## src/rtl/spsu_pkg.sv

```systemverilog
package spsu_pkg;

  // Block constants
  localparam int MEAN_FRAMES = 20;
  localparam int BIN_COUNT   = 1024;
  localparam int RING_DEPTH  = 4;

  // Field widths
  localparam int MAG_W     = 32;
  localparam int BIN_W     = 10;
  localparam int BAND_W    = 6;
  localparam int GAIN_W    = 6;
  localparam int SILENT_W  = 8;
  localparam int GATHER_W  = 7;
  localparam int MEAN_W    = 16;
  localparam int ROT_W     = 18;
  localparam int ROT_LIMIT = 77175;

  localparam int RING_PTR_W = (RING_DEPTH > 1) ? $clog2(RING_DEPTH) : 1;

  // Mean divide by MEAN_FRAMES+1: one reciprocal multiply, exact for any MEAN_W-bit sum
  localparam int DIV_DIVISOR = MEAN_FRAMES + 1;
  localparam int DIV_SHIFT   = MEAN_W + $clog2(DIV_DIVISOR);
  localparam int DIV_RECIP   = ((1 << DIV_SHIFT) + DIV_DIVISOR - 1) / DIV_DIVISOR;
  localparam int DIV_PROD_W  = MEAN_W + DIV_SHIFT;

  // Steering product widths
  localparam int ERR_W  = MEAN_W + 1;
  localparam int SQ_W   = 2 * MEAN_W;
  localparam int PROD_W = SQ_W + GAIN_W;

  // Stream widths
  localparam int IN_TDATA_W  = 48;
  localparam int OUT_TDATA_W = 40;
  localparam int OUT_FIELD_W = ROT_W + 2 + 1 + BIN_W + GATHER_W;

  // Configuration port
  localparam int CFG_COUNT  = 8;
  localparam int APB_ADDR_W = $clog2(CFG_COUNT * 4);
  localparam int APB_DATA_W = 32;

  // Register reset values
  localparam logic [MAG_W-1:0]    RST_THRESHOLD  = MAG_W'(15000);
  localparam logic [BIN_W-1:0]    RST_SCAN_LOW   = BIN_W'(10);
  localparam logic [BIN_W-1:0]    RST_SCAN_HIGH  = BIN_W'(45);
  localparam logic [BIN_W-1:0]    RST_START_LOW  = BIN_W'(17);
  localparam logic [BIN_W-1:0]    RST_START_HIGH = BIN_W'(30);
  localparam logic [BAND_W-1:0]   RST_BAND       = BAND_W'(1);
  localparam logic [GAIN_W-1:0]   RST_GAIN       = GAIN_W'(12);
  localparam logic [SILENT_W-1:0] RST_SILENCE    = SILENT_W'(15);

  typedef enum logic [2:0] {
    REG_THRESHOLD  = 3'd0,
    REG_SCAN_LOW   = 3'd1,
    REG_SCAN_HIGH  = 3'd2,
    REG_START_LOW  = 3'd3,
    REG_START_HIGH = 3'd4,
    REG_BAND       = 3'd5,
    REG_GAIN       = 3'd6,
    REG_SILENCE    = 3'd7
  } reg_index_t;

  typedef enum logic [1:0] {
    MODE_OFF     = 2'd0,
    MODE_ANALYSE = 2'd1,
    MODE_MOVE    = 2'd2
  } mode_t;

  typedef enum logic [1:0] {
    DRIVE_NONE = 2'd0,
    DRIVE_MOVE = 2'd1,
    DRIVE_STOP = 2'd2
  } drive_t;

  typedef struct packed {
    logic [MAG_W-1:0]    threshold;
    logic [BIN_W-1:0]    scan_low;
    logic [BIN_W-1:0]    scan_high;
    logic [BIN_W-1:0]    start_low;
    logic [BIN_W-1:0]    start_high;
    logic [BAND_W-1:0]   band;
    logic [GAIN_W-1:0]   gain;
    logic [SILENT_W-1:0] silence;
  } cfg_t;

  typedef struct packed {
    logic scan;
    logic stop;
    logic decide;
    logic div_step;
    logic mul1;
    logic mul2;
    logic load_out;
  } cmd_t;

  typedef struct packed {
    logic div_needed;
  } status_t;

  typedef struct packed {
    logic [GATHER_W-1:0]    mean_progress;
    logic [BIN_W-1:0]       peak_bin;
    logic                   peak_found;
    mode_t                  mode_now;
    logic signed [ROT_W-1:0] rotation;
    drive_t                 drive;
  } res_t;

endpackage

```

## src/rtl/spsu_regs.sv

```systemverilog
module spsu_regs
  import spsu_pkg::*;
(
  input  logic                  clk,
  input  logic                  rst,
  input  logic                  psel,
  input  logic                  penable,
  input  logic                  pwrite,
  input  logic [APB_ADDR_W-1:0] paddr,
  input  logic [APB_DATA_W-1:0] pwdata,
  output logic [APB_DATA_W-1:0] prdata,
  output logic                  pready,
  output cfg_t                  cfg
);

  reg_index_t index;
  logic       wr_en;

  assign pready = 1'b1;
  assign index  = reg_index_t'(paddr[APB_ADDR_W-1:2]);
  assign wr_en  = psel & penable & pwrite & pready;

  always_ff @(posedge clk) begin
    if (rst) begin
      cfg.threshold  <= RST_THRESHOLD;
      cfg.scan_low   <= RST_SCAN_LOW;
      cfg.scan_high  <= RST_SCAN_HIGH;
      cfg.start_low  <= RST_START_LOW;
      cfg.start_high <= RST_START_HIGH;
      cfg.band       <= RST_BAND;
      cfg.gain       <= RST_GAIN;
      cfg.silence    <= RST_SILENCE;
    end else if (wr_en) begin
      unique case (index)
        REG_THRESHOLD:  cfg.threshold  <= pwdata[MAG_W-1:0];
        REG_SCAN_LOW:   cfg.scan_low   <= pwdata[BIN_W-1:0];
        REG_SCAN_HIGH:  cfg.scan_high  <= pwdata[BIN_W-1:0];
        REG_START_LOW:  cfg.start_low  <= pwdata[BIN_W-1:0];
        REG_START_HIGH: cfg.start_high <= pwdata[BIN_W-1:0];
        REG_BAND:       cfg.band       <= pwdata[BAND_W-1:0];
        REG_GAIN:       cfg.gain       <= pwdata[GAIN_W-1:0];
        REG_SILENCE:    cfg.silence    <= pwdata[SILENT_W-1:0];
        default: ;
      endcase
    end
  end

  always_comb begin
    unique case (index)
      REG_THRESHOLD:  prdata = APB_DATA_W'(cfg.threshold);
      REG_SCAN_LOW:   prdata = APB_DATA_W'(cfg.scan_low);
      REG_SCAN_HIGH:  prdata = APB_DATA_W'(cfg.scan_high);
      REG_START_LOW:  prdata = APB_DATA_W'(cfg.start_low);
      REG_START_HIGH: prdata = APB_DATA_W'(cfg.start_high);
      REG_BAND:       prdata = APB_DATA_W'(cfg.band);
      REG_GAIN:       prdata = APB_DATA_W'(cfg.gain);
      REG_SILENCE:    prdata = APB_DATA_W'(cfg.silence);
      default:        prdata = '0;
    endcase
  end

endmodule

```

## src/rtl/spsu_ctrl.sv

```systemverilog
module spsu_ctrl
  import spsu_pkg::*;
(
  input  logic    clk,
  input  logic    rst,
  input  logic    in_valid,
  input  logic    in_kind,
  input  logic    in_last,
  output logic    in_ready,
  output logic    out_valid,
  input  logic    out_ready,
  input  status_t st,
  output cmd_t    cmd
);

  typedef enum logic [2:0] {
    ST_IDLE,
    ST_DECIDE,
    ST_DIV,
    ST_MUL1,
    ST_MUL2,
    ST_PUSH
  } state_t;

  state_t state;
  logic   fire;
  logic   out_free;

  assign in_ready = (state == ST_IDLE);
  assign fire     = in_valid & in_ready;
  assign out_free = ~out_valid | out_ready;

  always_comb begin
    cmd.scan     = fire & ~in_kind;
    cmd.stop     = fire & in_kind;
    cmd.decide   = (state == ST_DECIDE);
    cmd.div_step = (state == ST_DIV);
    cmd.mul1     = (state == ST_MUL1);
    cmd.mul2     = (state == ST_MUL2);
    cmd.load_out = (state == ST_PUSH) & out_free;
  end

  always_ff @(posedge clk) begin
    if (rst) begin
      state     <= ST_IDLE;
      out_valid <= 1'b0;
    end else begin
      unique case (state)
        ST_IDLE: begin
          if (fire && !in_kind && in_last) state <= ST_DECIDE;
        end
        ST_DECIDE: begin
          state <= st.div_needed ? ST_DIV : ST_MUL1;
        end
        ST_DIV:  state <= ST_MUL1;
        ST_MUL1: state <= ST_MUL2;
        ST_MUL2: state <= ST_PUSH;
        ST_PUSH: begin
          if (out_free) state <= ST_IDLE;
        end
        default: state <= ST_IDLE;
      endcase

      if (cmd.load_out) begin
        out_valid <= 1'b1;
      end else if (out_ready) begin
        out_valid <= 1'b0;
      end
    end
  end

endmodule

```

## src/rtl/spsu_dp.sv

```systemverilog
module spsu_dp
  import spsu_pkg::*;
(
  input  logic             clk,
  input  logic             rst,
  input  cfg_t             cfg,
  input  cmd_t             cmd,
  output status_t          st,
  input  logic [BIN_W-1:0] bin_index,
  input  logic [MAG_W-1:0] magnitude,
  output res_t             res
);

  // scan state
  logic [MAG_W-1:0]      running_max;
  logic                  ring_valid [RING_DEPTH];
  logic [BIN_W-1:0]      ring_bin   [RING_DEPTH];
  logic [RING_PTR_W-1:0] ring_ptr;

  // pilot state
  mode_t                 mode;
  logic [GATHER_W-1:0]   gathered;
  logic [SILENT_W-1:0]   silent;
  logic [MEAN_W-1:0]     mean;

  // per-frame work registers
  logic [BIN_W-1:0]      peak;
  logic                  found;
  logic [MEAN_W-1:0]     div_q;
  logic                  err_neg;
  logic                  over_band;
  logic [SQ_W-1:0]       prod1;
  logic [PROD_W-1:0]     prod2;

  logic                  in_window;
  logic                  is_record;
  logic [RING_PTR_W-1:0] ptr_inc;
  logic                  sel_found;
  logic [BIN_W-1:0]      sel_peak;
  logic [MEAN_W-1:0]     mean_sum;
  logic [SILENT_W-1:0]   silent_inc;
  logic                  in_start;
  logic [DIV_PROD_W-1:0] div_prod;
  logic [MEAN_W-1:0]     div_quot;
  logic [ERR_W-1:0]      err;
  logic [MEAN_W-1:0]     err_mag;
  logic                  moving;
  logic [ROT_W-1:0]      rot_mag;

  assign in_window = (bin_index >= cfg.scan_low) && (bin_index <= cfg.scan_high) &&
                     (32'(bin_index) < 32'(BIN_COUNT));
  assign is_record = in_window && (magnitude > running_max);
  assign ptr_inc   = (ring_ptr == RING_PTR_W'(RING_DEPTH - 1)) ? '0 : ring_ptr + 1'b1;

  // oldest record sits at the write pointer once the ring has wrapped
  always_comb begin
    if (ring_valid[ring_ptr]) begin
      sel_found = 1'b1;
      sel_peak  = ring_bin[ring_ptr];
    end else if (ring_valid[0]) begin
      sel_found = 1'b1;
      sel_peak  = ring_bin[0];
    end else begin
      sel_found = 1'b0;
      sel_peak  = '0;
    end
  end

  assign mean_sum   = mean + MEAN_W'(sel_peak);
  assign silent_inc = silent + 1'b1;
  assign in_start   = (sel_peak > cfg.start_low) && (sel_peak < cfg.start_high);

  assign st.div_needed = sel_found && (gathered == GATHER_W'(MEAN_FRAMES));

  // truncating divide of the final sum by MEAN_FRAMES+1
  assign div_prod = DIV_PROD_W'(div_q) * DIV_PROD_W'(DIV_RECIP);
  assign div_quot = div_prod[DIV_SHIFT +: MEAN_W];

  assign err     = ERR_W'(peak) - ERR_W'(mean);
  assign err_mag = err[ERR_W-1] ? MEAN_W'(-err) : err[MEAN_W-1:0];

  assign moving  = (mode == MODE_MOVE) && (silent == '0);
  assign rot_mag = (prod2 > PROD_W'(ROT_LIMIT)) ? ROT_W'(ROT_LIMIT) : prod2[ROT_W-1:0];

  // control and pilot state
  always_ff @(posedge clk) begin
    if (rst) begin
      running_max <= RST_THRESHOLD;
      ring_ptr    <= '0;
      mode        <= MODE_OFF;
      gathered    <= '0;
      silent      <= '0;
      mean        <= '0;
      for (int i = 0; i < RING_DEPTH; i++) ring_valid[i] <= 1'b0;
    end else begin
      if (cmd.scan && is_record) begin
        running_max          <= magnitude;
        ring_valid[ring_ptr] <= 1'b1;
        ring_ptr             <= ptr_inc;
      end

      if (cmd.stop || cmd.decide) begin
        running_max <= cfg.threshold;
        ring_ptr    <= '0;
        for (int i = 0; i < RING_DEPTH; i++) ring_valid[i] <= 1'b0;
      end

      if (cmd.stop) begin
        mode     <= MODE_OFF;
        gathered <= '0;
        silent   <= '0;
      end

      if (cmd.decide) begin
        if (!sel_found) begin
          if (mode != MODE_OFF) begin
            silent <= silent_inc;
            if (silent_inc == cfg.silence) begin
              mean     <= '0;
              gathered <= '0;
              mode     <= MODE_OFF;
            end
          end
        end else begin
          silent <= '0;
          if (gathered == '0) begin
            if (in_start) begin
              mean     <= MEAN_W'(sel_peak);
              mode     <= MODE_ANALYSE;
              gathered <= GATHER_W'(1);
            end
          end else if (gathered <= GATHER_W'(MEAN_FRAMES)) begin
            // final sum goes through the divide step, mean written there
            if (gathered != GATHER_W'(MEAN_FRAMES)) mean <= mean_sum;
            mode     <= MODE_ANALYSE;
            gathered <= gathered + 1'b1;
          end else begin
            mode <= MODE_MOVE;
          end
        end
      end

      if (cmd.div_step) mean <= div_quot;
    end
  end

  // datapath registers
  always_ff @(posedge clk) begin
    if (cmd.scan && is_record) ring_bin[ring_ptr] <= bin_index;

    if (cmd.decide) begin
      peak  <= sel_peak;
      found <= sel_found;
      div_q <= mean_sum;
    end

    if (cmd.mul1) begin
      err_neg   <= err[ERR_W-1];
      over_band <= err_mag > MEAN_W'(cfg.band);
      prod1     <= err_mag * err_mag;
    end

    if (cmd.mul2) prod2 <= prod1 * PROD_W'(cfg.gain);

    if (cmd.load_out) begin
      res.mean_progress <= gathered;
      res.peak_bin      <= peak;
      res.peak_found    <= found;
      res.mode_now      <= mode;
      if (moving) begin
        res.drive <= DRIVE_MOVE;
      end else if (mode == MODE_OFF || mode == MODE_MOVE) begin
        res.drive <= DRIVE_STOP;
      end else begin
        res.drive <= DRIVE_NONE;
      end
      if (moving && over_band) begin
        res.rotation <= err_neg ? -$signed(rot_mag) : $signed(rot_mag);
      end else begin
        res.rotation <= '0;
      end
    end
  end

endmodule

```

## src/rtl/spectral_pitch_steering_unit.sv

```systemverilog
// Spectral pitch steering unit.
//
// Spectrum bins come in on the s_ stream, one word per bin in ascending bin
// order; s_tlast marks the last bin of a frame and s_tuser = 1 marks a stop
// word that clears the mode and frame counters. Each frame's last bin makes
// one result word on the m_ stream: drive command, signed rotation, mode,
// peak flag, peak bin and mean progress. Other words make no result.
//
// Non-final bins and stop words are taken whenever the block is idle. After
// a last bin is accepted it steps through decide, square, gain and output
// load with s_tready low; m_tvalid rises and s_tready returns high after the
// output load. The frame that completes the mean adds a reciprocal-multiply
// step after decide that divides by MEAN_FRAMES+1. If the receiver stalls,
// the finished word waits in the output register and bins keep flowing; the
// next frame end holds in its output-load step until the register is free.
// Reset puts the block in sound-off mode with empty counters and loads the
// register defaults. Registers are to be written over the APB port between
// words by the user; the block itself does not enforce it.
module spectral_pitch_steering_unit
  import spsu_pkg::*;
(
  input  logic                   clk,
  input  logic                   rst,
  // APB configuration
  input  logic                   psel,
  input  logic                   penable,
  input  logic                   pwrite,
  input  logic [APB_ADDR_W-1:0]  paddr,
  input  logic [APB_DATA_W-1:0]  pwdata,
  output logic [APB_DATA_W-1:0]  prdata,
  output logic                   pready,
  // bin input
  input  logic                   s_tvalid,
  output logic                   s_tready,
  input  logic [IN_TDATA_W-1:0]  s_tdata,  // bin_index[9:0], magnitude[41:10]
  input  logic                   s_tuser,  // kind
  input  logic                   s_tlast,  // last_bin
  // result output
  output logic                   m_tvalid,
  input  logic                   m_tready,
  output logic [OUT_TDATA_W-1:0] m_tdata,  // rotation, mode_now, peak_found,
                                           // peak_bin, mean_progress
  output logic [1:0]             m_tuser   // drive
);

  cfg_t    cfg;
  cmd_t    cmd;
  status_t st;
  res_t    res;

  spsu_regs u_regs (
    .clk     (clk),
    .rst     (rst),
    .psel    (psel),
    .penable (penable),
    .pwrite  (pwrite),
    .paddr   (paddr),
    .pwdata  (pwdata),
    .prdata  (prdata),
    .pready  (pready),
    .cfg     (cfg)
  );

  spsu_ctrl u_ctrl (
    .clk       (clk),
    .rst       (rst),
    .in_valid  (s_tvalid),
    .in_kind   (s_tuser),
    .in_last   (s_tlast),
    .in_ready  (s_tready),
    .out_valid (m_tvalid),
    .out_ready (m_tready),
    .st        (st),
    .cmd       (cmd)
  );

  spsu_dp u_dp (
    .clk       (clk),
    .rst       (rst),
    .cfg       (cfg),
    .cmd       (cmd),
    .st        (st),
    .bin_index (s_tdata[BIN_W-1:0]),
    .magnitude (s_tdata[BIN_W+MAG_W-1:BIN_W]),
    .res       (res)
  );

  assign m_tdata = {(OUT_TDATA_W - OUT_FIELD_W)'(0), res.mean_progress, res.peak_bin,
                    res.peak_found, res.mode_now, res.rotation};
  assign m_tuser = res.drive;

  // a result only comes out of the frame-end sequence, never straight from idle
  a_result_from_sequence: assert property (@(posedge clk) disable iff (rst)
    $rose(m_tvalid) |-> !$past(s_tready))
    else $error("result appeared without a frame-end sequence");

  a_move_needs_mode: assert property (@(posedge clk) disable iff (rst)
    (m_tvalid && res.drive == DRIVE_MOVE) |-> (res.mode_now == MODE_MOVE))
    else $error("move command outside moving mode");

  a_rotation_only_on_move: assert property (@(posedge clk) disable iff (rst)
    (m_tvalid && res.rotation != '0) |-> (res.drive == DRIVE_MOVE))
    else $error("nonzero rotation without move command");

  a_no_peak_zero_bin: assert property (@(posedge clk) disable iff (rst)
    (m_tvalid && !res.peak_found) |-> (res.peak_bin == '0))
    else $error("peak bin set without a peak");

endmodule
```

## config.mk

```make
export PLATFORM = sky130hd
export DESIGN_NAME = spectral_pitch_steering_unit
export DESIGN_NICKNAME = d
export VERILOG_FILES = /design/src/rtl/spsu_pkg.sv /design/src/rtl/spsu_regs.sv /design/src/rtl/spsu_ctrl.sv /design/src/rtl/spsu_dp.sv /design/src/rtl/spectral_pitch_steering_unit.sv
export SDC_FILE = /design/constraint.sdc
export NUM_CORES = 2
export LEC_CHECK = 0
export ABC_AREA = 1
export ABC_CLOCK_PERIOD_IN_PS = 21000
export BUFFER_PORTS_ARGS = -buffer_cell sky130_fd_sc_hd__buf_4
export CAP_MARGIN = 0
export CORE_MARGIN = 2
export CORE_UTILIZATION = 67
export DETAILED_ROUTE_END_ITERATION = 16
export HOLD_SLACK_MARGIN = 0.03
export PLACE_DENSITY = 0.86
export SLEW_MARGIN = 25
export SYNTH_ARGS = -nofsm -noshare
export SYNTH_HDL_FRONTEND = slang
export SYNTH_SLANG_ARGS = --single-unit
```

## constraint.sdc

```tcl
create_clock -name clk -period 21 [get_ports clk]
set_input_delay 4.2 -clock clk [delete_from_list [all_inputs] [get_ports clk]]
set_output_delay 4.2 -clock clk [all_outputs]
set_load 0.01 [all_outputs]
```

After elaboration in Yosys (flattened, before gate mapping). Memory sizes are Yosys's and may differ from the RTL's. A register that Yosys moved wholly into a read port is not among the register bits. Cells that the tools add are included.

Bitwise logic cells: 13. Add/sub/neg operators: 7. Eq/ne operators: 25. Multiply operators: 3. Div/mod/pow operators: 0. Shift-type cells: 0. Reductions and logical operators: 39. $lt $le $gt $ge: 8. Mux-type cells: 67.

Operators by type and width (number): 32-bit one-hot mux with 8 select lines (1); 16-bit two-way mux (8); 32-bit two-way mux (2); 7-bit two-way mux (8); 38-bit by 17-bit greater-than comparator with 1-bit output (second input constant) (1); 32-bit by 6-bit multiplier with 38-bit output (1); 18-bit two-way mux (2); 16-bit by 17-bit multiplier with 33-bit output (second input constant) (1); 32-bit greater-than comparator (1); 16-bit by 16-bit multiplier with 32-bit output (1); 8-bit two-way mux (4); 2-bit two-way mux (15); 12-bit two-way mux (2); 1-bit two-way mux (20); 10-bit two-way mux (2); 3-bit equality test (second input constant) (6); 18-bit negator (1); 3-bit one-hot mux with 6 select lines (1); 2-bit AND reduction (9); 10-bit by 16-bit subtractor with 17-bit output (1); 16-bit by 10-bit adder with 16-bit output (1); 16-bit by 6-bit greater-than comparator with 1-bit output (1); 16-bit negator (1); 3-bit by 2-bit equality test with 1-bit output (second input constant) (4); other kinds (33) (68).

Memories: 2. ROM bits: 0. RAM bits: 44. Input port bits: 94. Word-level logic and storage cells: 194. Bits in latches: 0. Bits in registers: 302. Output and inout port bits: 77.

Memories: u_dp.ring_bin (depth 4, bits a word 10, read ports 2, clocked after Yosys merged registers in 1, write ports 1, line spsu_dp.sv:17) `logic [BIN_W-1:0] ring_bin [RING_DEPTH];`; u_dp.ring_valid (depth 4, bits a word 1, read ports 2, clocked after Yosys merged registers in 1, write ports 4, line spsu_dp.sv:16) `logic ring_valid [RING_DEPTH];`.

Logic depth before layout (Yosys ltp). An unclocked memory read counts as a cell.

Word-level depth: 10. Mapped depth: 45. Mapped depth without buffers: 45.

Hierarchy. A second synthesis with hierarchy kept.

Cell total of the unflattened synthesis: 4493. Area total of the unflattened synthesis: 35696.7 sq um.

By module, submodules not included: spsu_dp (cells an instance 3829, instances 1, area an instance 31305.0 sq um); spsu_regs (cells an instance 616, instances 1, area an instance 4106.4 sq um); spsu_ctrl (cells an instance 45, instances 1, area an instance 266.5 sq um); spectral_pitch_steering_unit (cells an instance 3, instances 1, area an instance 18.8 sq um).

Worst setup path after synthesis. Ideal clock, no wire load.

Kind: input to output. From: input port paddr[3]. To: output port prdata[1]. Path slack: 11.650 ns. Cell stages on the path: 6. Path buffers: 0. Data arrival time: 5.150 ns. Cell sequence: inv_1 -> nor3_1 -> clkinv_1 -> o22ai_1 -> a21oi_1 -> o211ai_1.

Longest elaborated chain between the ends: 2. Elaborated cells on any way between the ends: 9. Classes of those cells: eq/ne (7); mux (1); reduce/logical (1).

RTL lines: from (decl) (line spectral_pitch_steering_unit.sv:28) `input logic [APB_ADDR_W-1:0] paddr,`; 3-bit equality test, or another cell as far along (line spsu_regs.sv:49) `unique case (index)`; 32-bit one-hot mux with 8 select lines * (line spsu_regs.sv:49); to (decl) (line spectral_pitch_steering_unit.sv:30) `output logic [APB_DATA_W-1:0] prdata,`.

Mark *: on every way between the ends. The rest lies on a longest branch, timed or not.

Worst setup path after layout. Ends and elaborated chain as after synthesis.

==> impl_metrics.yaml <==
floorplanning:
  initial_utilization_pct: 68.17
  pin_count: 171
  die_y_um: 233.2
  die-width_um: 233.2
  die-area_mm2: 0.05436
  rows: 83
  coreArea_mm2: 0.05161
global_routing:
  grt_use_total_pct: 33.66
  antenna_found_initial: 0
  grt_first_pass_wirelength_mm: 146.1
  grt_overflow_total: 0
  grt_pass1_vias: 29890
  grt_start_max_net_pins: 85
placed_design:
  gp_congestion: 0.9735
  portBuffers: 159
  hpwl_mm: 70.48
cts:
  cts_buffers: 39
  clkTransAtPathRegs_ns: 0.06
  post_cts_buffers: 0
  cts.htree.levels: 2
  hold_buffers: 0
  clock_sinks: 347
  cts_tree: "yes"
  cts_resized: 0
  insertion_delay_ns: 0.60
  cts-root-buf: "clkbuf_16"
  clock_path_buffers: 3
yosys:
  synth.most_common_cell: "nand2_1"
  synth_area_leaders: "fa_1 (19%), edfxtp_1 (15%), ha_1 (13%)"
  async_reset_ff_share_pct: 0
  synth-edff-count: 178
  syn-instance-count: 4416
  synth_top_area_share_pct: 18.61
  synth_area_leader_cell: "fa_1"
  synth.cell_area_mm2: 0.03518
  avgSynthCellArea_um2: 7.968
  netlist_top_cells_count: "nand2_1 (849), inv_1 (813), nor2_1 (420)"
  synth-seq-cells: 347
  ys_seq_area_share_pct: 24.81
  synthFlopType: "edfxtp_1"
  synth_cell_types: 65
  yosys_warnings: 0
critical_path:
  reg2reg_to: "u_dp.prod1[21]"
  crit_path_end_kind: "primary output"
  reg2reg_slack_ns: 12.00
  r2r-start: "u_dp.peak[0]"
  worstSetupStartpointType: "primary input"
  required_ns: 16.80
  critical_path.max_fanout: 9
  cp.arrival_ns: 5.75
  path_class: "primary input to primary output"
  worstRegToRegCells: 32
sta:
  fin_worst_skew_ns: 0.02705
  slew-limit-headroom_pct: 20.85
  min_period_over_period_pct: 47.36
  fmaxAchievable_ghz: 0.1006
  setup_tns_ns: 0
  setup_viol: 0
  drv_slew: 0
  rsz0062_at_grt: "no"
  finalHoldViolations: 0
  layout_min_cycle_time_ns: 9.945
  worstMarginPinSlew_ns: 1.182
flow_run:
  cap_violations: 0
drt:
  vias_per_cell: 5.774
  drc: 0
  wirelength_mm: 89.83
  wl_per_cell_um: 17.14
  dr_total_vias: 30270
  ant_nets: 0
  drt_pass1_iterations: 6
  drtIter0Drc: 2578
min_path:
  worstHoldPathType: "flip-flop to flip-flop"
  hold_start: "u_dp.found"
  hold_end: "u_dp.res[22]"
  whs_path_depth: 0
final_layout:
  ff_latch_area_mm2: 0.008728
  multi_input_area_mm2: 0.02276
  fillers: 3765
  drive_above_1_share_pct: 7.542
  nets: 5322
  syn2layout_area_growth_pct: 8.819
outcome:
  status: "finished clean"
## layout make-up
| type | count | share of cell area (%) |
|---|---|---|
| inverters | 839 | 8.232 |
| well taps | 680 | 2.222 |
| clock buffers | 47 | 2.627 |
| diodes | 1 | 0.006536 |
| flip-flops and latches | 347 | 22.80 |
| clock inverters | 25 | 0.9509 |
| repair buffers | 187 | 3.732 |
| multi-input cells | 3116 | 59.43 |
## cell usage in the layout (no fill, tap or decap), drive strengths merged, types with 6 or more instances in the layout
cell / instances
a221oi: 10
nand4: 37
a21o: 9
nand2: 879
buf: 187
clkinv: 18
ha: 371
o211ai: 20
a31oi: 15
bufinv: 7
nand3: 198
a21oi: 310
dfxtp: 169
o21bai: 13
o21a: 14
xor2: 68
nor2: 436
fa: 327
inv: 836
o2111ai: 6
o21ai: 241
a21boi: 6
clkbuf: 47
xnor2: 29
nor3: 45
edfxtp: 178
o22ai: 22
nor4: 12
## layer usage
layer / vias to the layer above / GRT usage (%) / routed length, µm
li1: 14360 / - / -
met1: 14190 / 42.21 / 35390
met2: 1415 / 56.33 / 42260
met3: 300 / 6.653 / 8183
met4: 0 / 15.23 / 3996
met5: - / 0 / 0
## metrics by stage
| stage | instances | area, µm² | hold slack, ns | utilization (%) | setup WS, ns |
|---|---|---|---|---|---|
| final | 5242 | 38290 | 0.4420 | 74.18 | 11.05 |
| after global routing | 5241 | 38290 | 0.4463 | 74.18 | 10.91 |
| after CTS | 5240 | 38260 | 0.4445 | 74.13 | 10.73 |
| after detailed placement | 5168 | 36890 | 0.4294 | 71.48 | 10.72 |
| after global placement | 5167 | 36870 | 0.4289 | 71.44 | 10.77 |
| after floorplan | 4419 | 35200 | 0.4003 | - | 11.65 |
## worst max-delay path, stage by stage
cell	delay, ns
buf_4	0.11
inv_1	0.09
nor3_1	0.31
clkinv_1	0.35
o22ai_1	0.25
a21oi_1	0.07
o211ai_1	0.19
buf_4	0.19
## worst max path at each step
stage | startpoint | to | slack (ns) | cells past startpoint
3_5_place_dp | paddr[4] | prdata[6] | 10.72 | 7
2_1_floorplan | paddr[3] | prdata[1] | 11.65 | 6
4_1_cts | paddr[4] | prdata[7] | 10.73 | 7
6_report | paddr[3] | prdata[1] | 11.05 | 8
3_3_place_gp | paddr[4] | prdata[7] | 10.77 | 7
5_1_grt | paddr[3] | prdata[7] | 10.91 | 8
## registers in the layout, indices dropped and copies added (netlist names), 3 cells and up, named ones only
name	count
u_ctrl.state	3
u_dp.div_q	16
u_dp.gathered	7
u_dp.mean	16
u_dp.peak	10
u_dp.prod1	31
u_dp.prod2	38
u_dp.res	40
u_dp.ring_bin	40
u_dp.ring_valid	4
u_dp.running_max	32
u_dp.silent	8
u_regs.cfg	92
## cells by family after synthesis
| kind of cell | count (synthesis) | share of synthesized area [%] |
|---|---|---|
| AOI/OAI and AO/OA | 690 | 10.83 |
| xor gates and xnor gates | 97 | 2.457 |
| adders and majority gates | 698 | 31.80 |
| buffers and inverters | 956 | 10.61 |
| DFF | 347 | 24.81 |
| muxes | 1 | 0.02845 |
| other | 2 | 0.02134 |
| and+or+nand+nor | 1625 | 19.45 |
Power is not shown: default switching activity piles up to over one toggle a cycle in this logic, so the estimate is an artifact.
